[src/hdl/flm_pkg.sv]
// Shared types and constants of the flow loss monitor.
`default_nettype none
package flm_pkg;
   localparam int FLOWS        = 16;
   localparam int SLOT_W       = $clog2(FLOWS);
   localparam int HIST_DEPTH   = 8;
   localparam int HIST_W       = $clog2(HIST_DEPTH);
   localparam int FILL_W       = HIST_W + 1;
   localparam int QUEUE_DEPTH  = 2;
   localparam logic [3:0] DEPTH_RESET = 4'd8;
   localparam logic signed [20:0] USEC_PER_SEC = 21'sd1000000;

   localparam logic [2:0] EV_COUNTED = 3'd0;
   localparam logic [2:0] EV_NEW     = 3'd1;
   localparam logic [2:0] EV_RESTART = 3'd2;
   localparam logic [2:0] EV_GAP     = 3'd3;
   localparam logic [2:0] EV_FULL    = 3'd4;
   localparam logic [2:0] EV_CLEARED = 3'd5;

   typedef enum logic [1:0] {K_CLEAR, K_FULL, K_NEW, K_HIT} kind_type;

   typedef struct packed {
      kind_type           kind;
      logic [SLOT_W-1:0]  slot;
      logic [31:0]        session_id;
      logic [31:0]        seq;
      logic [15:0]        send_interval_sec;
      logic [31:0]        now_sec;
      logic [19:0]        now_usec;
   } item_type;
endpackage
`default_nettype wire

[src/hdl/flm_channels.sv]
// Channel interfaces of the flow loss monitor.
`default_nettype none
interface flm_req_if;
   logic        valid;
   logic        ready;
   logic        mode;
   logic [63:0] addr_high;
   logic [63:0] addr_low;
   logic [31:0] session_id;
   logic [31:0] seq;
   logic [15:0] send_interval_sec;
   logic [31:0] now_sec;
   logic [19:0] now_usec;
   modport source (output valid, mode, addr_high, addr_low, session_id, seq,
                   send_interval_sec, now_sec, now_usec, input ready);
   modport sink (input valid, mode, addr_high, addr_low, session_id, seq,
                 send_interval_sec, now_sec, now_usec, output ready);
endinterface

`default_nettype wire

[src/hdl/flm_front.sv]
// Front end: flow table match, slot allocation and classification.
`default_nettype none
module flm_front
   import flm_pkg::*;
(
   input  wire logic clock,
   input  wire logic reset,
   flm_req_if.sink   req,
   input  wire logic q_full,
   output logic      push,
   output item_type  push_item
);
   logic [FLOWS-1:0]  valid_ff;
   logic [63:0]       addr_high_ff [FLOWS];
   logic [63:0]       addr_low_ff  [FLOWS];
   logic              hit, free;
   logic [SLOT_W-1:0] hit_slot, free_slot;

   always_comb begin
      hit = 1'b0;
      free = 1'b0;
      hit_slot = '0;
      free_slot = '0;
      for (int i = FLOWS - 1; i >= 0; i--) begin
         if (valid_ff[i] && addr_high_ff[i] == req.addr_high
             && addr_low_ff[i] == req.addr_low) begin
            hit = 1'b1;
            hit_slot = SLOT_W'(i);
         end
         if (!valid_ff[i]) begin
            free = 1'b1;
            free_slot = SLOT_W'(i);
         end
      end
   end

   assign req.ready = !q_full;
   assign push      = req.valid && !q_full;

   always_comb begin
      push_item.session_id        = req.session_id;
      push_item.seq               = req.seq;
      push_item.send_interval_sec = req.send_interval_sec;
      push_item.now_sec           = req.now_sec;
      push_item.now_usec          = req.now_usec;
      push_item.slot              = '0;
      if (req.mode) begin
         push_item.kind = K_CLEAR;
      end else if (hit) begin
         push_item.kind = K_HIT;
         push_item.slot = hit_slot;
      end else if (free) begin
         push_item.kind = K_NEW;
         push_item.slot = free_slot;
      end else begin
         push_item.kind = K_FULL;
      end
   end

   always_ff @(posedge clock) begin
      if (reset) begin
         valid_ff <= '0;
      end else if (push && push_item.kind == K_NEW) begin
         valid_ff[free_slot] <= 1'b1;
      end
   end

   always_ff @(posedge clock) begin
      if (push && push_item.kind == K_NEW) begin
         addr_high_ff[free_slot] <= req.addr_high;
         addr_low_ff[free_slot]  <= req.addr_low;
      end
   end
endmodule
`default_nettype wire

[src/flat_wrapper.sv]
// flat-port wrapper written by rule: the top's interface ports become plain ports
module flm_front_flat import flm_pkg::*;
  (clock, reset, q_full, push, push_item, req_valid, req_mode, req_addr_high, req_addr_low, req_session_id, req_seq, req_send_interval_sec, req_now_sec, req_now_usec, req_ready);
  flm_req_if req_i ();
  input  wire logic clock;
  input  wire logic reset;
  input  wire logic q_full;
  output logic push;
  output item_type push_item;
  input wire logic [$bits(req_i.valid)-1:0] req_valid;
  input wire logic [$bits(req_i.mode)-1:0] req_mode;
  input wire logic [$bits(req_i.addr_high)-1:0] req_addr_high;
  input wire logic [$bits(req_i.addr_low)-1:0] req_addr_low;
  input wire logic [$bits(req_i.session_id)-1:0] req_session_id;
  input wire logic [$bits(req_i.seq)-1:0] req_seq;
  input wire logic [$bits(req_i.send_interval_sec)-1:0] req_send_interval_sec;
  input wire logic [$bits(req_i.now_sec)-1:0] req_now_sec;
  input wire logic [$bits(req_i.now_usec)-1:0] req_now_usec;
  output wire logic [$bits(req_i.ready)-1:0] req_ready;
  assign req_i.valid = req_valid;
  assign req_i.mode = req_mode;
  assign req_i.addr_high = req_addr_high;
  assign req_i.addr_low = req_addr_low;
  assign req_i.session_id = req_session_id;
  assign req_i.seq = req_seq;
  assign req_i.send_interval_sec = req_send_interval_sec;
  assign req_i.now_sec = req_now_sec;
  assign req_i.now_usec = req_now_usec;
  assign req_ready = req_i.ready;
  flm_front u_core (.clock(clock), .reset(reset), .req(req_i), .q_full(q_full), .push(push), .push_item(push_item));
endmodule
[config.mk]
export PLATFORM = sky130hd
export DESIGN_NAME = flm_front_flat
export DESIGN_NICKNAME = d
export VERILOG_FILES = /design/src/hdl/flm_pkg.sv /design/src/hdl/flm_channels.sv /design/src/hdl/flm_front.sv /design/src/flat_wrapper.sv
export SDC_FILE = /design/constraint.sdc
export NUM_CORES = 2
export LEC_CHECK = 0
export ABC_CLOCK_PERIOD_IN_PS = 25600
export BUFFER_PORTS_ARGS = -buffer_cell sky130_fd_sc_hd__clkbuf_2
export CORE_MARGIN = 2
export CORE_UTILIZATION = 51
export CTS_CLUSTER_SIZE = 16
export DETAILED_ROUTE_END_ITERATION = 8
export PLACE_DENSITY_LB_ADDON = 0.1
export SLEW_MARGIN = 30
export SYNTH_ARGS = -nofsm -noshare
export SYNTH_HDL_FRONTEND = slang
export SYNTH_SLANG_ARGS = --single-unit
[constraint.sdc]
create_clock -name clock -period 25.6 [get_ports clock]
set_input_delay 3.84 -clock clock [delete_from_list [all_inputs] [get_ports clock]]
set_output_delay 3.84 -clock clock [all_outputs]
set_load 0.05 [all_outputs]
==> impl_metrics.json <==
{
  "mostFrequentLayoutCells": "2048 x edfxtp_1, 644 x xor2_1, 576 x xnor2_1",
  "worstHoldPathType": "reg -> reg",
  "synth_nets": 5942,
  "p_seq_share_pct": 50.2,
  "antenna_found_initial": 73,
  "yosysWarnings": 0,
  "swShare_pct": 25.0,
  "synth_seq_cells": 2064,
  "combPwrFrac_pct": 8.2,
  "async_flop_share_pct": 0,
  "mostFrequentLayoutCell": "edfxtp_1",
  "criticalPathCategory": "in -> out",
  "rows": 152,
  "hp-start": "u_core.valid_ff[5]",
  "clock_skew_ns": 0.0476,
  "slew_viol_final": 0,
  "p_switching_w": 0.00186,
  "synth_xor_area_share_pct": 12.2,
  "port_buffers": 140,
  "postCtsSetupBuffers": 0,
  "numCtsBuffers": 214,
  "p_int_w": 0.00556,
  "synth_top_family_by_area": "XOR/XNOR gates",
  "post_drt_wl_per_cell_um": 51.0,
  "synth_ff_type": "edfxtp_1",
  "reg2reg_slack_ns": 18.47,
  "synth_fa_ha_area_share_pct": 0,
  "synth_area_per_cell_sq_um": 15.4,
  "ir_drop_mv": 0.0724,
  "synth_area_sq_um": 87500,
  "area_growth_pct": 13.3,
  "worst_setup_path_start_kind": "primary input",
  "yosys.area_share.simple_pct": 6.20,
  "worstPathArrival_ns": 9.45,
  "hold_depth": 2,
  "place_area_sq_um": 92200,
  "cp_data_required_time_ns": 21.76,
  "core_area_sq_um": 171000,
  "cts_sinks": 2064,
  "reg2regPathDepth": 15,
  "grt_pass1_vias": 54800,
  "ys_seq_area_share_pct": 70.6,
  "timing.max_cap.violations": 0,
  "grt_max_degree": 129,
  "p_leak_nw": 32.1,
  "worst_slew_pin_slew_ns": 1.19,
  "clkTransAtPathRegs_ns": 0.06,
  "firstDrtPassIters": 6,
  "clk_path_buf_depth": 3,
  "drtIter0Drc": 13700,
  "min_to": "u_core.valid_ff[5]",
  "cp-startpoint": "req_addr_high[50]",
  "die_x_um": 418,
  "yosys.area.top_type_share_pct": 70.3,
  "yosys-top-cells-area": "edfxtp_1 70%, xor2_1 6.4%, xnor2_1 5.8%",
  "gpl.final_weighted_congestion": 1.09,
  "ys_types": 70,
  "pwr_density_cell_nw_per_um2": 74.8,
  "cts_max_level": 4,
  "cts_resized": 0,
  "finalCritPeriodShare_pct": 51.9,
  "setup_tns_ns": 0,
  "cp-end-kind": "primary output",
  "dp_hpwl_mm": 292,
  "synth_edf_count": 2048,
  "nNetsFinal": 6263,
  "r2r-start": "u_core.addr_low_ff[13][28]",
  "netlist_instances": 5677,
  "n_fill_cell": 13400,
  "vias": 61200,
  "hold_buffers": 0,
  "clock_latency_ns": 0.89,
  "p_clk_share_pct": 41.6,
  "fin_area_sq_um": 99200,
  "status": "completed",
  "fmaxAchievable_mhz": 75.3,
  "rsz0062_at_grt": "no",
  "io_pins": 405,
  "initial_core_util_pct": 51.1,
  "drc": 0,
  "cts_tree": "done",
  "finalSetupViolations": 0,
  "period_needed_ns": 13.29,
  "die_h_um": 418,
  "wl_mm": 432,
  "finalHoldViolCount": 0,
  "gr-total-overflow": 0,
  "cp_max_fo": 33,
  "max-slew-margin-rel_pct": 20.7,
  "synth_top_area_cell": "edfxtp_1",
  "drive_gt1_share_pct": 14.2,
  "cts_root_buf": "clkbuf_16",
  "rr_endpoint": "u_core.addr_high_ff[12][15]",
  "die_area_sq_um": 175000,
  "gr-usage-all-layers_pct": 48.8,
  "vias_per_cell": 7.23,
  "grt_pass1_wl_mm": 549,
  "antenna_left": 0,
  "synth_mux_area_share_pct": 0,
  "synth-compound-area-share_pct": 7.40
}
-- kinds of logic after synthesis --
group	after synthesis
compound gates	822
xor+xnor	1222
buf+inv	673
flops	2064
simple gates	896
-- worst max-delay path, cell delays in order --
cell      delay (ns)
clkbuf_2        0.08
buf_4           0.71
xor2_1          0.15
nor4_1          0.82
nand4_1         0.31
nor3_1          0.88
nand4_1         0.46
o21ai_0         0.70
nor3_1          0.19
nand3_1         0.17
nor2_1          0.07
nor3b_1         0.65
clkbuf_2        0.40
-- metal layers --
layer	wire, um	up-vias	global-route usage (%)
met1	152000	31300	63.5
li1	-	22500	-
met4	37200	18	35.6
met2	178000	6075	67.4
met3	64700	1376	17.4
met5	119	-	0
-- sequential cells by signal, indices dropped and copies added, names as in the netlist --
name                 cells
u_core.addr_high_ff   1024
u_core.addr_low_ff    1024
u_core.valid_ff         16
-- Yosys cell counts, drive strengths merged (16+ instances only) --
cell and n:
a21oi 16, o2111ai 34, nor4 271, o2bb2ai 145, nor3 36, nand2 33, a22o 124, o22ai 233
nand2b 78, a22oi 32, or4 30, edfxtp 2048, dfxtp 16, nor2 61, clkinv 19, inv 260
clkbuf 133, xor2 644, xnor2 578, o21ai 16, a221oi 95, nand4 229, nand3 33, buf 261
a2111oi 42, o221ai 28, a221o 24, nor2b 85
-- layout make-up --
class / count / area [sq um] / share of cell area, %
Tap cell: 2233 / 2790 / 2.82
Inverter: 279 / 1050 / 1.06
Sequential cell: 2064 / 61800 / 62.3
Clock inverter: 117 / 1040 / 1.05
Timing Repair Buffer: 499 / 3650 / 3.68
Multi-Input combinational cell: 2940 / 23000 / 23.2
Antenna cell: 48 / 120 / 0.121
Clock buffer: 281 / 5720 / 5.77
-- how the worst max path moves through the flow --
stage | slack [ns] | depth (start not counted) | endpoint
floorplan | 13.42 | 15 | u_core.addr_high_ff[12][0]
global route | 12.70 | 14 | push_item[135]
detailed placement | 12.87 | 13 | push_item[135]
CTS | 12.85 | 13 | push_item[135]
global placement | 12.08 | 14 | push_item[133]
finish | 12.31 | 13 | push_item[135]
-- per-stage QoR --
stage | instances | setup slack, ns | hold slack, ns | power (W) | utilization, %
floorplan | 5677 | 13.42 | 0.481 | 0.00406 | -
global placement | 8004 | 12.08 | 0.540 | 0.00437 | 53.7
detailed placement | 8012 | 12.87 | 0.546 | 0.00437 | 53.9
CTS | 8410 | 12.85 | 0.556 | 0.00737 | 57.8
global route | 8418 | 12.70 | 0.589 | 0.00752 | 57.9
finish | 8461 | 12.31 | 0.564 | 0.00742 | 58.0
-- power groups by stage --
stage | Sequential, W | Combinational [W] | Clock (W)
6_report | 0.00373 | 0.000612 | 0.00308
5_1_grt | 0.00372 | 0.000590 | 0.00320
4_1_cts | 0.00373 | 0.000573 | 0.00307
3_5_place_dp | 0.00380 | 0.000570 | 0
3_3_place_gp | 0.00380 | 0.000569 | 0
2_1_floorplan | 0.00380 | 0.000257 | 0
Power figures use the tool's default switching activity.
