[config.mk]
export PLATFORM = sky130hd
export DESIGN_NAME = flm_queue
export DESIGN_NICKNAME = d
export VERILOG_FILES = /design/src/hdl/flm_pkg.sv /design/src/hdl/flm_queue.sv
export SDC_FILE = /design/constraint.sdc
export NUM_CORES = 1
export LEC_CHECK = 0
export BUFFER_PORTS_ARGS = -buffer_cell sky130_fd_sc_hd__buf_2
export CORE_ASPECT_RATIO = 0.5
export CORE_MARGIN = 5
export CORE_UTILIZATION = 52
export CTS_CLUSTER_DIAMETER = 150
export DETAILED_ROUTE_END_ITERATION = 8
export PLACE_DENSITY_LB_ADDON = 0.08
export SKIP_CTS_REPAIR_TIMING = 1
export SYNTH_ARGS = -nofsm -noshare
export SYNTH_HDL_FRONTEND = slang
export SYNTH_SLANG_ARGS = --single-unit
[constraint.sdc]
create_clock -name clock -period 8.36 [get_ports clock]
set_clock_uncertainty 0.1 [all_clocks]
set_input_delay 0.836 -clock clock [delete_from_list [all_inputs] [get_ports clock]]
set_output_delay 0.836 -clock clock [all_outputs]
set_load 0.005 [all_outputs]
[src/hdl/flm_pkg.sv]
// Shared types and constants of the flow loss monitor.
`default_nettype none
package flm_pkg;
   localparam int FLOWS        = 16;
   localparam int SLOT_W       = $clog2(FLOWS);
   localparam int HIST_DEPTH   = 8;
   localparam int HIST_W       = $clog2(HIST_DEPTH);
   localparam int FILL_W       = HIST_W + 1;
   localparam int QUEUE_DEPTH  = 2;
   localparam logic [3:0] DEPTH_RESET = 4'd8;
   localparam logic signed [20:0] USEC_PER_SEC = 21'sd1000000;

   localparam logic [2:0] EV_COUNTED = 3'd0;
   localparam logic [2:0] EV_NEW     = 3'd1;
   localparam logic [2:0] EV_RESTART = 3'd2;
   localparam logic [2:0] EV_GAP     = 3'd3;
   localparam logic [2:0] EV_FULL    = 3'd4;
   localparam logic [2:0] EV_CLEARED = 3'd5;

   typedef enum logic [1:0] {K_CLEAR, K_FULL, K_NEW, K_HIT} kind_type;

   typedef struct packed {
      kind_type           kind;
      logic [SLOT_W-1:0]  slot;
      logic [31:0]        session_id;
      logic [31:0]        seq;
      logic [15:0]        send_interval_sec;
      logic [31:0]        now_sec;
      logic [19:0]        now_usec;
   } item_type;
endpackage
`default_nettype wire

[src/hdl/flm_queue.sv]
// Short queue of classified items between front and back end.
`default_nettype none
module flm_queue
   import flm_pkg::*;
(
   input  wire logic     clock,
   input  wire logic     reset,
   input  wire logic     push,
   input  wire item_type push_item,
   input  wire logic     pop,
   output logic          full,
   output logic          not_empty,
   output item_type      head_item
);
   localparam int PTR_W = $clog2(QUEUE_DEPTH);
   item_type           entry_ff [QUEUE_DEPTH];
   logic [PTR_W-1:0]   wr_ff, rd_ff;
   logic [PTR_W:0]     count_ff;

   assign full      = count_ff == (PTR_W+1)'(QUEUE_DEPTH);
   assign not_empty = count_ff != '0;
   assign head_item = entry_ff[rd_ff];

   always_ff @(posedge clock) begin
      if (reset) begin
         wr_ff    <= '0;
         rd_ff    <= '0;
         count_ff <= '0;
      end else begin
         if (push) wr_ff <= wr_ff + 1'b1;
         if (pop)  rd_ff <= rd_ff + 1'b1;
         count_ff <= count_ff + (PTR_W+1)'(push) - (PTR_W+1)'(pop);
      end
   end

   always_ff @(posedge clock) begin
      if (push) entry_ff[wr_ff] <= push_item;
   end
endmodule
`default_nettype wire

==> results of run 1 <==
==> stage by stage <==
| stage | cells | utilization, % | total power [mW] | cell area (um^2) |
|---|---|---|---|---|
| finish | 1034 | 65.2 | 3.06 | 12600 |
| global route | 1033 | 65.2 | 3.20 | 12600 |
| CTS | 1031 | 65.1 | 3.11 | 12600 |
| detailed placement | 986 | 61.1 | 2.01 | 11800 |
| global placement | 986 | 61.1 | 2.00 | 11800 |
| floorplan | 450 | - | 1.88 | 10200 |
==> routing by layer <==
| layer | global-route usage (%) | vias to the layer above | wire, um |
|---|---|---|---|
| li1 | - | 2388 | - |
| met1 | 22.2 | 2542 | 8370 |
| met2 | 28.5 | 147 | 9920 |
| met3 | 6.29 | 40 | 1590 |
| met4 | 5.34 | 4 | 495 |
| met5 | 0 | - | 21 |
==> where the power goes <==
group	switching (mW)	leakage, nW	internal, mW
registers	0.0329	2.63	1.65
clock network	0.479	0.385	0.607
logic	0.141	1.71	0.155
==> state kept, by name, summed over array words and instances (netlist names), named ones only <==
signal	count
rd_ff	1
count_ff	2
wr_ff	1
entry_ff	276
==> final timing paths <==
path                               end  slack [ns]  cells past startpoint
max reg2reg  entry_ff[1][51]$_DFFE_PP_        5.72                      2
max                      head_item[84]        4.41                      3
min reg2reg                       flop        0.42                      2
min          entry_ff[1][55]$_DFFE_PP_        0.40                      1
==> placed cells by master, fill, tap and decap left out <==
cell type / n
buf_2: 281
edfxtp_1: 276
mux2_2: 138
clkbuf_16: 25
clkinv_2: 10
clkinv_1: 6
nor2_1: 4
dfxtp_1: 4
buf_4: 4
diode_2: 3
inv_1: 2
nor2b_1: 2
xnor2_1: 2
ha_1: 2
bufinv_16: 2
clkinvlp_4: 2
or2_2: 1
and2_4: 1
nor2b_4: 1
xnor3_1: 1
dfxtp_4: 1
==> worst register-to-register path: cells and delay by family, from the launching register on <==
kind,cells,cell delay (ns)
buf+inv,1,0.95
flops,1,0.40
simple gates,1,0.75
==> final cells by class <==
| cell class | count | area, um^2 | share of cell area (%) |
|---|---|---|---|
| sequential | 281 | 8390 | 66.5 |
| multi-input combinational | 152 | 1680 | 13.3 |
| timing repair buffer | 285 | 1440 | 11.4 |
| clock buffer | 25 | 626 | 4.96 |
| tap | 266 | 333 | 2.64 |
| clock inverter | 20 | 148 | 1.17 |
| inverter | 2 | 7.51 | 0.0595 |
| antenna | 3 | 7.51 | 0.0595 |
==> Yosys cell counts, drive strengths merged <==
master / n
dfxtp: 5
mux2: 138
edfxtp: 276
xnor3: 1
nor2b: 3
xnor2: 2
nor2: 4
buf: 15
or2: 1
ha: 2
inv: 2
and2: 1
==> cells by family after synthesis <==
group | after synthesis | share of synthesized area, %
flops | 281 | 82.0
xor+xnor | 3 | 0.392
simple gates | 9 | 0.453
mux | 138 | 15.2
buf+inv | 17 | 1.66
fa+ha+maj | 2 | 0.245
==> flow_metrics.env, run 1 <==
export IMPL_status="complete, no violations"
export IMPL_design_die_area_mm2=0.0227
export IMPL_std_cell_rows=36
export IMPL_finalWeightedCongestion=0.753
export IMPL_clockRootBuffer="clkbuf_16"
export IMPL_buffer_ports_inserted=281
export IMPL_cp_arrival_ns=3.01
export IMPL_grt_overflow_total=0
export IMPL_ctsLongestPathBuffers=3
export IMPL_design_core_area_mm2=0.0194
export IMPL_slew_headroom_pct=28.2
export IMPL_x_dimension_of_the_die_um=208
export IMPL_crit_chain="buf_4, mux2_2, buf_2"
export IMPL_setup_total_negative_slack_ns=0
export IMPL_detailroute_via_count=5121
export IMPL_groute_usage_overall_pct=17.4
export IMPL_dieHeight_um=109
export IMPL_grt_start_max_net_pins=79
export IMPL_place_worst_setup_slack_ns=4.90
export IMPL_setup_worst_path_class="flop to output port"
export IMPL_fillers=1410
export IMPL_yosys_top_cells_area="edfxtp_1 81%, mux2_2 15%, buf_6 1.5%"
export IMPL_io_pin_count=282
export IMPL_clkSlewWorstSetupHoldPaths_ns=0.06
export IMPL_reg2reg_from="wr_ff$_SDFFE_PP0P_"
export IMPL_worst_skew_pair_late_latency_ns=0.51
export IMPL_final_nets=891
export IMPL_drv_cap=0
export IMPL_synth_sequential_area_ratio_pct=82.0
export IMPL_wl_per_cell_um=19.7
export IMPL_worst_setup_path_start_kind="flop"
export IMPL_tritoncts="done"
export IMPL_h_tree_lvls=1
export IMPL_tightestPinTransition_ns=1.08
export IMPL_ys_warn_count=0
export IMPL_initial_utilization_pct=52.8
export IMPL_via_count_of_the_first_global_routing_pass=5372
export IMPL_critPathRequiredTime_ns=7.42
export IMPL_numCtsBuffers=25
export IMPL_antenna_violations_before_repair=4
export IMPL_drt_drc_violations_left=0
export IMPL_count_of_distinct_cell_types_in_the_synthesized_netlist=13
export IMPL_dp_final_hpwl_um=13600
export IMPL_drive_gt1_share_pct=60.9
export IMPL_worstPathBufferInverterCount=2
export IMPL_synth_seq_cells=281
export IMPL_cell_area_synth_mm2=0.0102
export IMPL_critical_path_peak_fanout=78
export IMPL_critical_path_max_stage_delay_ns=1.04
export IMPL_report_final_hold_viol_count=0
export IMPL_avg_synthesized_cell_area_um2=22.7
export IMPL_clock_sinks=281
export IMPL_syn_instance_count=450
export IMPL_max_freq_mhz=253
export IMPL_pwr_dens_mw_per_mm2=242
export IMPL_syn_num_nets=594
export IMPL_unrepaired_setup_endpoints_after_global_routing="false"
export IMPL_post_route_worst_setup_slack_ns=4.41
export IMPL_timing_critical_path_max_delay_family="flip-flops"
export IMPL_hold_path_class="primary input to flop"
export IMPL_final_period_utilization_pct=47.3
export IMPL_worst_hold_startpoint="push_item[55]"
export IMPL_postRouteWirelength_um=20400
export IMPL_timing_critical_path_to_type="output port"
export IMPL_ir_worst_vdd_v=0.000163
export IMPL_yosys_area_top_type_share_pct=81.1
export IMPL_drv_slew=0
export IMPL_p_leak_nw=4.73
export IMPL_critPathSlowestCell="dfxtp_4"
export IMPL_drt_first_iter_violations=326
export IMPL_timing_hold_ws_ns=0.403
export IMPL_detailedRoute_firstPassIterationCount=4
export IMPL_global_route_wire_length_before_repair_um=30200
export IMPL_avgViaCountPerCell=4.95
export IMPL_final_min_period_ns=3.95
export IMPL_area_growth_pct=23.5
export IMPL_postRouteAntennaNets=0
export IMPL_yosys_area_top_type="edfxtp_1"
export IMPL_report_final_setup_viol=0
No activity file was read; power rests on OpenSTA's default activity.
==> run 2, diff against run 1 <==
Settings changed: ABC_AREA from default to 1, CORE_UTILIZATION 52 to 47.
Clock period 8.36 ns to 3.39 ns, I/O delays scaled along.
==> flow_metrics.env, run 2 <==
export IMPL_top_cells_by_instance_count_after_synthesis="276 x edfxtp_1, 138 x mux2_2, 14 x buf_6"
export IMPL_detailroute_via_count=5711
export IMPL_critPathRequiredTime_ns=2.95
export IMPL_pwr_dens_mw_per_mm2=535
export IMPL_critPathSlowestCell="dfxtp_4"
export IMPL_largest_register_ffs=276
export IMPL_dp_final_hpwl_um=14000
export IMPL_h_tree_lvls=1
export IMPL_max_freq_mhz=381
export IMPL_setup_total_negative_slack_ns=0
export IMPL_via_count_of_the_first_global_routing_pass=5583
export IMPL_unrepaired_setup_endpoints_after_global_routing="false"
export IMPL_critical_path_peak_fanout=43
export IMPL_buffer_ports_inserted=281
export IMPL_design_die_area_mm2=0.0250
export IMPL_initial_utilization_pct=47.5
export IMPL_yosys_most_used_dff="edfxtp_1"
export IMPL_p_leak_nw=5.34
export IMPL_total_power_mw=7.56
export IMPL_clkSlewWorstSetupHoldPaths_ns=0.06
export IMPL_most_common_library_cell_in_the_layout_ignoring_fill_and_taps="buf_2"
export IMPL_antenna_violations_before_repair=1
export IMPL_postRouteWirelength_um=22100
export IMPL_critical_path_max_stage_delay_ns=0.75
export IMPL_post_synth_arst_share_pct=0
export IMPL_wl_per_cell_um=18.1
export IMPL_drv_cap=0
export IMPL_clock_sinks=281
export IMPL_postRouteAntennaNets=0
export IMPL_final_min_period_ns=2.63
export IMPL_cell_area_synth_mm2=0.0102
export IMPL_synth_edff_count=276
export IMPL_crit_chain="buf_4, mux2_2, buf_2"
export IMPL_ir_worst_vdd_v=0.000353
export IMPL_final_nets=1044
export IMPL_syn_num_nets=604
export IMPL_worstPathBufferInverterCount=2
export IMPL_drt_drc_violations_left=0
export IMPL_ctsLongestPathBuffers=3
export IMPL_syn_instance_count=460
export IMPL_area_growth_pct=38.2
export IMPL_global_route_wire_length_before_repair_um=31100
export IMPL_regMostFlops="entry_ff"
export IMPL_reg_largest_list="entry_ff x276, count_ff x2"
export IMPL_grt_overflow_total=0
export IMPL_avgViaCountPerCell=4.69
export IMPL_dieHeight_um=114
export IMPL_x_dimension_of_the_die_um=219
export IMPL_finish_instance_area_mm2=0.0141
export IMPL_tightestPinTransition_ns=0.638
export IMPL_yosys_area_top_type_share_pct=81.0
export IMPL_synth_sequential_area_ratio_pct=82.0
export IMPL_place_area_mm2=0.0120
export IMPL_timing_critical_path_max_delay_family="flip-flops"
export IMPL_tritoncts="done"
export IMPL_share_of_the_core_filled_with_cells_pct=65.6
export IMPL_hold_path_class="primary input to flop"
export IMPL_detailedRoute_firstPassIterationCount=4
export IMPL_report_final_hold_viol_count=0
export IMPL_synth_seq_cells=281
export IMPL_cp_arrival_ns=2.19
export IMPL_count_of_distinct_cell_types_in_the_synthesized_netlist=13
export IMPL_grt_start_max_net_pins=73
export IMPL_drv_slew=0
export IMPL_drive_gt1_share_pct=50.4
export IMPL_finalWeightedCongestion=0.740
export IMPL_yosys_area_top_type="edfxtp_1"
export IMPL_status="complete, no violations"
export IMPL_drt_first_iter_violations=305
export IMPL_avg_synthesized_cell_area_um2=22.2
export IMPL_clockRootBuffer="clkbuf_16"
export IMPL_ys_warn_count=0
export IMPL_mostFrequentLayoutCells="281 x buf_2, 276 x edfxtp_1, 139 x dlygate4sd3_1"
export IMPL_setup_worst_path_class="flop to output port"
export IMPL_numCtsBuffers=25
export IMPL_io_pin_count=282
export IMPL_timing_critical_path_to_type="output port"
export IMPL_std_cell_rows=38
export IMPL_report_final_setup_viol=0
export IMPL_worst_setup_path_start_kind="flop"
export IMPL_most_repeated_cell_in_the_gate_level_netlist_after_synthesis="edfxtp_1"
export IMPL_slew_headroom_pct=57.4
export IMPL_design_core_area_mm2=0.0215
export IMPL_final_period_utilization_pct=77.4
export IMPL_worst_skew_pair_late_latency_ns=0.51
export IMPL_groute_usage_overall_pct=16.4
export IMPL_yosys_top_cells_area="edfxtp_1 81%, mux2_2 15%, buf_6 1.5%"
-- run 2: cell count changes after synthesis, moves of 3 or more --
cell / delta
inv_1: +6
nand2_1: +5
nor2_1: +3
nor2b_1: -3
-- run 2: path summary, 6_finish.rpt --
path | from | endpoint | slack [ns] | cells past startpoint
worst max-delay path | flop | head_item[87] | 0.76 | 3
worst min-delay path | push | wr_ff$_SDFFE_PP0P_ | 0.04 | 3
worst max register to register | wr_ff$_SDFFE_PP0P_ | entry_ff[1][124]$_DFFE_PP_ | 1.69 | 3
worst min register to register | rd_ff$_SDFFE_PP0P_ | flop | 0.41 | 2
-- run 2: where the power goes --
part	switching (mW)	internal, mW	total, mW
registers	0.0587	4.02	4.08
clock network	1.17	1.46	2.63
logic	0.376	0.474	0.850
-- run 2: layout make-up --
cell class              count  area, um^2
clock inverters            10        72.6
diodes                      1        2.50
fillers                  1570        7400
well taps                 300         375
clock buffers              34         669
inverters                   8        33.8
repair buffers            428        2930
multi-input cells         156        1660
flip-flops and latches    281        8390
-- run 2: cells by family (layout without fill, tap and decap cells) --
logic type	count (synthesis)	after routing	share of synthesized area, %
xor+xnor	1	1	0.0856
fa+ha+maj	2	2	0.245
buf+inv	23	480	1.88
flops	281	281	82.0
compound gates	1	1	0.0489
mux	138	138	15.2
simple gates	14	14	0.538
other cells	0	1	0
-- run 2: worst reg2reg max path, cell delays in order (launching register included) --
cell	delay, ns
dfxtp_1	0.39
nand2_1	0.11
clkinvlp_4	0.33
buf_12	0.36
-- run 2: layer usage --
metal  part of all wire, %  GRT usage (%)
met4                   1.9           3.89
met2                    52           28.9
met3                   5.2           5.28
met1                    41           20.0
met5                     0              0
-- run 2: per-stage QoR --
step | hold slack, ns | instances | worst slack (ns)
2_1_floorplan | 0.310 | 460 | 0.421
3_3_place_gp | 0.396 | 1034 | 1.27
3_5_place_dp | 0.397 | 1034 | 1.28
4_1_cts | -0.126 | 1078 | 0.705
5_1_grt | 0.0249 | 1218 | 0.648
6_report | 0.0422 | 1218 | 0.765
