File: src/hdl/flm_pkg.sv
// Shared types and constants of the flow loss monitor.
`default_nettype none
package flm_pkg;
   localparam int FLOWS        = 16;
   localparam int SLOT_W       = $clog2(FLOWS);
   localparam int HIST_DEPTH   = 8;
   localparam int HIST_W       = $clog2(HIST_DEPTH);
   localparam int FILL_W       = HIST_W + 1;
   localparam int QUEUE_DEPTH  = 2;
   localparam logic [3:0] DEPTH_RESET = 4'd8;
   localparam logic signed [20:0] USEC_PER_SEC = 21'sd1000000;

   localparam logic [2:0] EV_COUNTED = 3'd0;
   localparam logic [2:0] EV_NEW     = 3'd1;
   localparam logic [2:0] EV_RESTART = 3'd2;
   localparam logic [2:0] EV_GAP     = 3'd3;
   localparam logic [2:0] EV_FULL    = 3'd4;
   localparam logic [2:0] EV_CLEARED = 3'd5;

   typedef enum logic [1:0] {K_CLEAR, K_FULL, K_NEW, K_HIT} kind_type;

   typedef struct packed {
      kind_type           kind;
      logic [SLOT_W-1:0]  slot;
      logic [31:0]        session_id;
      logic [31:0]        seq;
      logic [15:0]        send_interval_sec;
      logic [31:0]        now_sec;
      logic [19:0]        now_usec;
   } item_type;
endpackage
`default_nettype wire

File: src/hdl/flm_channels.sv
// Channel interfaces of the flow loss monitor.
`default_nettype none


interface flm_rsp_if;
   logic        valid;
   logic        ready;
   logic [2:0]  event_res;
   logic [3:0]  flow_slot;
   logic [31:0] gap_packets;
   logic [31:0] packet_total;
   logic [31:0] loss_events;
   logic [31:0] lost_total;
   logic [31:0] sample_count;
   modport source (output valid, event_res, flow_slot, gap_packets, packet_total,
                   loss_events, lost_total, sample_count, input ready);
   modport sink (input valid, event_res, flow_slot, gap_packets, packet_total,
                 loss_events, lost_total, sample_count, output ready);
endinterface

`default_nettype wire

File: src/hdl/flm_back.sv
// Back end: per-flow counters, loss history and interval statistics.
`default_nettype none
module flm_back
   import flm_pkg::*;
(
   input  wire logic     clock,
   input  wire logic     reset,
   input  wire logic [3:0] history_depth,
   input  wire logic     q_not_empty,
   input  wire item_type q_item,
   output logic          pop,
   flm_rsp_if.source     rsp
);
   typedef enum logic [2:0] {ST_IDLE, ST_LOAD, ST_SUM, ST_SQUARE, ST_COMMIT} state_type;

   state_type state_ff;
   item_type  op_ff;

   logic [31:0] session_ff  [FLOWS];
   logic [31:0] lseq_ff     [FLOWS];
   logic [31:0] lsec_ff     [FLOWS];
   logic [19:0] lusec_ff    [FLOWS];
   logic [31:0] pkt_ff      [FLOWS];
   logic [31:0] gapcnt_ff   [FLOWS];
   logic [31:0] lost_ff     [FLOWS];
   logic [15:0] ovf_ff      [FLOWS];
   logic [HIST_W-1:0] head_ff [FLOWS];
   logic [FILL_W-1:0] fill_ff [FLOWS];
   logic [31:0] samples_ff  [FLOWS];
   logic signed [63:0] sum_ff [FLOWS];
   logic [63:0] sqsum_ff    [FLOWS];

   logic [63:0] hist_mem [FLOWS*HIST_DEPTH];
   logic [63:0] hist_rd_ff;

   logic        restart_ff, gap_hit_ff, lseq_nz_ff;
   logic [31:0] gap_val_ff, start_ff, length_ff;
   logic signed [53:0] prod_ff;
   logic signed [20:0] udiff_ff;
   logic signed [54:0] t_ff;
   logic [63:0] sq_ff;
   logic signed [63:0] sum_new_ff;

   logic        rsp_valid_ff;
   logic [2:0]  ev_ff;
   logic [3:0]  slot_out_ff;
   logic [31:0] gap_out_ff, pkt_out_ff, loss_out_ff, lost_out_ff, samp_out_ff;

   logic [SLOT_W-1:0] s;
   logic [HIST_W-1:0] dm1;
   logic              commit;
   logic signed [32:0] dsec;
   logic [31:0]       start_in;
   logic [54:0]       mag;
   logic signed [64:0] sum65;
   logic [64:0]       sq65;
   logic [63:0]       sqsum_in;
   logic              shift, ovf_hit;
   logic [31:0]       pkt_in, gapcnt_in, lost_in, samp_in;
   logic [2:0]        ev_in;

   assign s   = op_ff.slot;
   assign dm1 = (history_depth == 4'd0) ? '0 :
                (history_depth > 4'(HIST_DEPTH)) ? HIST_W'(HIST_DEPTH - 1) :
                HIST_W'(history_depth - 4'd1);
   assign pop    = state_ff == ST_IDLE && q_not_empty;
   assign commit = state_ff == ST_COMMIT && (!rsp_valid_ff || rsp.ready);

   assign dsec     = $signed({1'b0, op_ff.now_sec}) - $signed({1'b0, lsec_ff[s]});
   assign start_in = lsec_ff[s] + 32'(op_ff.send_interval_sec);
   assign mag      = t_ff[54] ? 55'(-t_ff) : 55'(t_ff);
   assign sum65    = 65'(sum_ff[s]) + 65'(t_ff);
   assign sq65     = {1'b0, sqsum_ff[s]} + {1'b0, sq_ff};
   assign sqsum_in = sq65[64] ? '1 : sq65[63:0];
   assign shift    = op_ff.kind == K_HIT && (restart_ff || gap_hit_ff);
   assign ovf_hit  = {1'b0, dm1} < fill_ff[s] && hist_rd_ff[63:32] != '0;

   always_comb begin
      ev_in     = EV_COUNTED;
      pkt_in    = pkt_ff[s] + 32'd1;
      gapcnt_in = gapcnt_ff[s];
      lost_in   = lost_ff[s];
      samp_in   = samples_ff[s];
      if (restart_ff) begin
         ev_in     = EV_RESTART;
         pkt_in    = 32'd1;
         gapcnt_in = '0;
         lost_in   = '0;
      end else if (gap_hit_ff) begin
         ev_in     = EV_GAP;
         gapcnt_in = gapcnt_ff[s] + 32'd1;
         lost_in   = lost_ff[s] + gap_val_ff;
      end else if (lseq_nz_ff) begin
         samp_in   = samples_ff[s] + 32'd1;
      end
   end

   always_ff @(posedge clock) begin
      if (reset) begin
         state_ff     <= ST_IDLE;
         rsp_valid_ff <= 1'b0;
      end else begin
         if (commit) rsp_valid_ff <= 1'b1;
         else if (rsp.ready) rsp_valid_ff <= 1'b0;
         case (state_ff)
            ST_IDLE:   if (q_not_empty) state_ff <= ST_LOAD;
            ST_LOAD:   state_ff <= ST_SUM;
            ST_SUM:    state_ff <= ST_SQUARE;
            ST_SQUARE: state_ff <= ST_COMMIT;
            ST_COMMIT: if (commit) state_ff <= ST_IDLE;
            default:   state_ff <= ST_IDLE;
         endcase
      end
   end

   always_ff @(posedge clock) begin
      if (pop) op_ff <= q_item;
      if (state_ff == ST_LOAD) begin
         restart_ff <= session_ff[s] != op_ff.session_id;
         lseq_nz_ff <= lseq_ff[s] != '0;
         gap_hit_ff <= lseq_ff[s] != '0
                       && ({1'b0, lseq_ff[s]} + 33'd1) < {1'b0, op_ff.seq};
         gap_val_ff <= op_ff.seq - lseq_ff[s] - 32'd1;
         start_ff   <= start_in;
         length_ff  <= op_ff.now_sec - start_in;
         prod_ff    <= 54'(dsec * USEC_PER_SEC);
         udiff_ff   <= $signed({1'b0, op_ff.now_usec}) - $signed({1'b0, lusec_ff[s]});
      end
      if (state_ff == ST_SUM) t_ff <= 55'(prod_ff) + 55'(udiff_ff);
      if (state_ff == ST_SQUARE) begin
         sq_ff <= (mag[54:32] != '0) ? '1 : 64'(mag[31:0] * mag[31:0]);
         if (sum65[64] != sum65[63])
            sum_new_ff <= sum65[64] ? {1'b1, 63'd0} : {1'b0, {63{1'b1}}};
         else
            sum_new_ff <= sum65[63:0];
      end
      if (commit) begin
         case (op_ff.kind)
            K_NEW: begin
               ev_ff       <= EV_NEW;
               slot_out_ff <= 4'(s);
               gap_out_ff  <= '0;
               pkt_out_ff  <= 32'd1;
               loss_out_ff <= '0;
               lost_out_ff <= '0;
               samp_out_ff <= '0;
            end
            K_HIT: begin
               ev_ff       <= ev_in;
               slot_out_ff <= 4'(s);
               gap_out_ff  <= (!restart_ff && gap_hit_ff) ? gap_val_ff : '0;
               pkt_out_ff  <= pkt_in;
               loss_out_ff <= gapcnt_in;
               lost_out_ff <= lost_in;
               samp_out_ff <= samp_in;
            end
            default: begin
               ev_ff       <= (op_ff.kind == K_FULL) ? EV_FULL : EV_CLEARED;
               slot_out_ff <= '0;
               gap_out_ff  <= '0;
               pkt_out_ff  <= '0;
               loss_out_ff <= '0;
               lost_out_ff <= '0;
               samp_out_ff <= '0;
            end
         endcase
      end
   end

   always_ff @(posedge clock) begin
      if (state_ff == ST_LOAD)
         hist_rd_ff <= hist_mem[{s, head_ff[s] + dm1}];
      if (commit && shift)
         hist_mem[{s, head_ff[s] - 1'b1}] <= restart_ff ? 64'd0 : {start_ff, length_ff};
   end

   always_ff @(posedge clock) begin
      if (commit) begin
         case (op_ff.kind)
            K_CLEAR: begin
               for (int i = 0; i < FLOWS; i++) begin
                  samples_ff[i] <= '0;
                  sum_ff[i]     <= '0;
                  sqsum_ff[i]   <= '0;
               end
            end
            K_NEW: begin
               session_ff[s] <= op_ff.session_id;
               lseq_ff[s]    <= op_ff.seq;
               lsec_ff[s]    <= op_ff.now_sec;
               lusec_ff[s]   <= op_ff.now_usec;
               pkt_ff[s]     <= 32'd1;
               gapcnt_ff[s]  <= '0;
               lost_ff[s]    <= '0;
               ovf_ff[s]     <= '0;
               head_ff[s]    <= '0;
               fill_ff[s]    <= '0;
               samples_ff[s] <= '0;
               sum_ff[s]     <= '0;
               sqsum_ff[s]   <= '0;
            end
            K_HIT: begin
               session_ff[s] <= op_ff.session_id;
               lseq_ff[s]    <= op_ff.seq;
               lsec_ff[s]    <= op_ff.now_sec;
               lusec_ff[s]   <= op_ff.now_usec;
               pkt_ff[s]     <= pkt_in;
               gapcnt_ff[s]  <= gapcnt_in;
               lost_ff[s]    <= lost_in;
               samples_ff[s] <= samp_in;
               if (shift) begin
                  head_ff[s] <= head_ff[s] - 1'b1;
                  if (fill_ff[s] != FILL_W'(HIST_DEPTH)) fill_ff[s] <= fill_ff[s] + 1'b1;
                  if (ovf_hit && ovf_ff[s] != 16'hFFFF) ovf_ff[s] <= ovf_ff[s] + 16'd1;
               end else if (lseq_nz_ff) begin
                  sum_ff[s]   <= sum_new_ff;
                  sqsum_ff[s] <= sqsum_in;
               end
            end
            default: ;
         endcase
      end
   end

   assign rsp.valid        = rsp_valid_ff;
   assign rsp.event_res    = ev_ff;
   assign rsp.flow_slot    = slot_out_ff;
   assign rsp.gap_packets  = gap_out_ff;
   assign rsp.packet_total = pkt_out_ff;
   assign rsp.loss_events  = loss_out_ff;
   assign rsp.lost_total   = lost_out_ff;
   assign rsp.sample_count = samp_out_ff;
endmodule
`default_nettype wire

File: src/flat_wrapper.sv
// flat-port wrapper written by rule: the top's interface ports become plain ports
module flm_back_flat import flm_pkg::*;
  (clock, reset, history_depth, q_not_empty, q_item, pop, rsp_valid, rsp_event_res, rsp_flow_slot, rsp_gap_packets, rsp_packet_total, rsp_loss_events, rsp_lost_total, rsp_sample_count, rsp_ready);
  flm_rsp_if rsp_i ();
  input  wire logic clock;
  input  wire logic reset;
  input  wire logic [3:0] history_depth;
  input  wire logic q_not_empty;
  input  wire item_type q_item;
  output logic pop;
  output wire logic [$bits(rsp_i.valid)-1:0] rsp_valid;
  output wire logic [$bits(rsp_i.event_res)-1:0] rsp_event_res;
  output wire logic [$bits(rsp_i.flow_slot)-1:0] rsp_flow_slot;
  output wire logic [$bits(rsp_i.gap_packets)-1:0] rsp_gap_packets;
  output wire logic [$bits(rsp_i.packet_total)-1:0] rsp_packet_total;
  output wire logic [$bits(rsp_i.loss_events)-1:0] rsp_loss_events;
  output wire logic [$bits(rsp_i.lost_total)-1:0] rsp_lost_total;
  output wire logic [$bits(rsp_i.sample_count)-1:0] rsp_sample_count;
  input wire logic [$bits(rsp_i.ready)-1:0] rsp_ready;
  assign rsp_valid = rsp_i.valid;
  assign rsp_event_res = rsp_i.event_res;
  assign rsp_flow_slot = rsp_i.flow_slot;
  assign rsp_gap_packets = rsp_i.gap_packets;
  assign rsp_packet_total = rsp_i.packet_total;
  assign rsp_loss_events = rsp_i.loss_events;
  assign rsp_lost_total = rsp_i.lost_total;
  assign rsp_sample_count = rsp_i.sample_count;
  assign rsp_i.ready = rsp_ready;
  flm_back u_core (.clock(clock), .reset(reset), .history_depth(history_depth), .q_not_empty(q_not_empty), .q_item(q_item), .pop(pop), .rsp(rsp_i));
endmodule
File: config.mk
export PLATFORM = sky130hd
export DESIGN_NAME = flm_back_flat
export DESIGN_NICKNAME = d
export VERILOG_FILES = /design/src/hdl/flm_pkg.sv /design/src/hdl/flm_channels.sv /design/src/hdl/flm_back.sv /design/src/flat_wrapper.sv
export SDC_FILE = /design/constraint.sdc
export NUM_CORES = 2
export LEC_CHECK = 0
export BUFFER_PORTS_ARGS = -buffer_cell sky130_fd_sc_hd__buf_2
export CAP_MARGIN = 25
export CORE_MARGIN = 8
export CORE_UTILIZATION = 60
export DETAILED_ROUTE_END_ITERATION = 16
export PLACE_DENSITY = 0.77
export SETUP_SLACK_MARGIN = 0.15
export SYNTH_ARGS = -nofsm -noshare
export SYNTH_HDL_FRONTEND = slang
export SYNTH_SLANG_ARGS = --single-unit
File: constraint.sdc
create_clock -name clock -period 14.6 [get_ports clock]
set_input_delay 2.19 -clock clock [delete_from_list [all_inputs] [get_ports clock]]
set_output_delay 2.19 -clock clock [all_outputs]
set_load 0.02 [all_outputs]
==> impl_metrics.yaml <==
status:
  outcome: "complete, no violations"
synthesis:
  synthAdderAreaFrac: 0.00941
  avgSynthCellArea_um2: 20.0
  synth.area.mux_share: 0.158
  yosys_warnings: 0
  synth_cells: 6806
  synth_top_family_by_area: "multiplexers"
  synth-seq-area-share: 0.740
  synth_compound_area_frac: 0.0127
  synth_seq_cells: 3352
  yosys.area_share.simple: 0.0453
  synth_xor_area_frac: 0.0138
  synth_cell_types: 77
  netlist_area_um2: 136000
  synth_edf_count: 3344
  synthFlopType: "edfxtp_1"
  yosys.area.top_type_share: 0.739
  ys_async_sr_fraction: 0
  synth.area.top_cells: "edfxtp_1, mux4_2, nor2_1"
  post-synth-top-area-cell: "edfxtp_1"
  syn_nets: 7053
drt:
  firstDrtPassIters: 6
  via_per_inst: 6.76
  drtIter0Drc: 9526
  wl_um: 339000
  drcViolationCount: 0
  wl_per_cell_um: 32.4
  vias: 70600
  drtAntennaViolNets: 0
layout:
  multiInputGateArea_um2: 32500
  n_fill_cell: 13700
  seq_area_um2: 101000
  instances_no_fill: 10500
  layout-drive-gt1-share: 0.241
  area_delta_synth_final_pct: 10.9
  fin_nets: 7456
sta:
  rsz0062_at_grt: "no"
  finalCriticalPeriod_ns: 7.42
  maxSlewViolCount: 0
  setup_tns_ns: 0
  tightest_slew_ns: 1.17
  max-slew-margin-rel: 0.217
  hold_violations: 0
  clock.fmax_ghz: 0.135
  setup_viol: 0
  min_period_over_period: 0.508
  finClkSkew_ns: 0.0813
die:
  die_h_um: 492
  io_pins: 315
  core_um2: 225000
  start_util: 0.604
  fp.dieArea_um2: 242000
  dieWidth_um: 492
  placementRows: 174
worst_setup_path:
  cp-start-kind: "flip-flop"
  worstPathRequired_ns: 15.23
  worstReg2RegEnd: "u_core.lost_ff[6][28]"
  rrSetupSlack_ns: 7.18
  ff2ff_path_depth: 15
  crit_path_max_fanout: 39
  arrival_ns: 8.05
  crit_type: "flip-flop to flip-flop"
  critPathCaptureType: "flip-flop"
global_routing:
  grtUsageTotal: 0.275
  first_global_vias: 71700
  grt_max_degree: 137
  grt_pass1_wl_um: 487000
  antenna_found_initial: 17
  grt.overflow.total: 0
min_path:
  worstHoldPathType: "flip-flop to flip-flop"
  holdPathEnd: "u_core.rsp.valid"
  min-delay-start: "u_core.rsp.valid"
  hold_depth: 2
flow_run:
  maxCapViolCount: 0
cts:
  worstSkewPairLatency_ns: 0.98
  hold_buffers: 0
  cts-buffers-inserted: 343
  post_cts_resized: 0
  htree_num_levels: 5
  cts_setup_buffers: 0
  cts_num_sinks: 3352
  path_clk_slew_ns: 0.06
  cts_root_buf: "clkbuf_16"
  clk_path_buf_depth: 4
  cts_tree: "done"
pwr:
  powerDensity_nw_per_um2: 138
  peakVddDrop_v: 0.000113
  leakage_uw: 0.0532
placed_design:
  dp_cells: 9848
  place.gp.congestion: 0.850
  io_buffers: 242
  dp_hpwl_um: 176000
## per-layer routing
layer | share of wire | global-route usage | vias up
li1 | - | - | 28200
met2 | 0.49 | 0.450 | 4910
met3 | 0.11 | 0.0532 | 768
met1 | 0.36 | 0.376 | 36700
met5 | 0.000071 | 0 | -
met4 | 0.038 | 0.100 | 4
## power by group
group          internal, uW  switching (uW)  leakage [uW]
logic                   759            1020        0.0130
registers             10600             149        0.0351
clock network          4800            3560       0.00513
## Yosys cell counts, types with 29 or more instances
library cell	number
ha_1	99
xor2_1	57
a21o_1	34
inv_1	119
nand3_1	58
a21oi_1	77
and3_1	92
o21ai_0	39
and2_1	29
a31oi_1	36
nand4_1	30
mux4_2	845
nor3_1	61
mux4_1	64
nand2_1	301
clkbuf_1	149
buf_2	72
edfxtp_1	3344
buf_6	46
mux2i_1	58
xnor2_1	137
buf_4	57
nor2_1	751
## stage by stage
step / total power, uW / setup slack [ns] / hold slack (ns) / area [um2] / utilization
6_report: 20900 / 7.18 / 0.550 / 151000 / 0.670
5_1_grt: 21400 / 6.62 / 0.600 / 151000 / 0.670
4_1_cts: 20900 / 7.14 / 0.546 / 151000 / 0.670
3_5_place_dp: 12700 / 7.24 / 0.536 / 140000 / 0.623
3_3_place_gp: 12600 / 7.32 / 0.511 / 140000 / 0.622
2_1_floorplan: 12200 / 2.16 / 0.485 / 136000 / -
## critical path, stage by stage (launching register included)
cell and delay, ns:
dfxtp_4 0.83, buf_4 0.72, buf_4 0.70, mux4_2 0.61, mux4_2 0.52, ha_1 0.35, nor2b_1 0.17, o31ai_1 0.42
a31oi_1 0.15, a21o_1 0.21, a31o_2 0.28, a31oi_1 0.44, nor4_1 0.15, or4_1 0.51, and3_1 0.21, nor2_1 0.68
## cell type report
type / instances / area share
Sequential cell: 3352 / 0.667
Multi-Input combinational cell: 2971 / 0.216
Clock buffer: 414 / 0.0593
Tap cell: 2992 / 0.0248
Timing Repair Buffer: 417 / 0.0184
Clock inverter: 178 / 0.0102
Inverter: 124 / 0.00401
Antenna cell: 6 / 0.0000996
## worst max-delay path by stage
stage                start  slack, ns  cells after the start                      to
6_report         flip-flop       7.18                     15   u_core.lost_ff[6][28]
5_1_grt          flip-flop       6.62                     15   u_core.lost_ff[8][28]
4_1_cts          flip-flop       7.14                     15   u_core.lost_ff[8][28]
3_5_place_dp     flip-flop       7.24                     15  u_core.lost_ff[13][28]
3_3_place_gp     flip-flop       7.32                     15   u_core.lost_ff[2][28]
2_1_floorplan  q_not_empty       2.16                      1                     pop
## placed cells by master (no fill, tap or decap), types with 36 or more instances in the layout
cell       count
mux4_1        64
clkinv_1      73
mux2i_1       58
edfxtp_1    3344
buf_4        140
a21oi_1       77
a31oi_1       36
nand3_1       58
xnor2_1      137
and3_1        92
mux4_2       845
buf_2        256
clkbuf_1      67
ha_1          99
nand2_1      298
o21ai_0       39
clkbuf_16    347
nor2_1       750
inv_1        103
nor3_1        61
clkinv_2      59
xor2_1        57
## registers in the layout (all words and copies together), names as in the netlist, 32 cells and up, named ones only
name                     cells
u_core.op_ff                66
u_core.session_ff          512
u_core.rsp.loss_events      32
u_core.gap_val_ff           32
u_core.samples_ff          512
u_core.pkt_ff              512
u_core.lseq_ff             512
u_core.gapcnt_ff           512
u_core.rsp.sample_count     32
u_core.rsp.packet_total     32
u_core.rsp.lost_total       32
u_core.rsp.gap_packets      32
u_core.lost_ff             512
## kinds of logic after synthesis
group,Yosys count
xor gates and xnor gates,205
AOI/OAI and AO/OA,269
and+or+nand+nor,1414
DFF,3352
adders and majority gates,101
buffers and inverters,483
muxes,982
(Power assumes the default switching activity.)
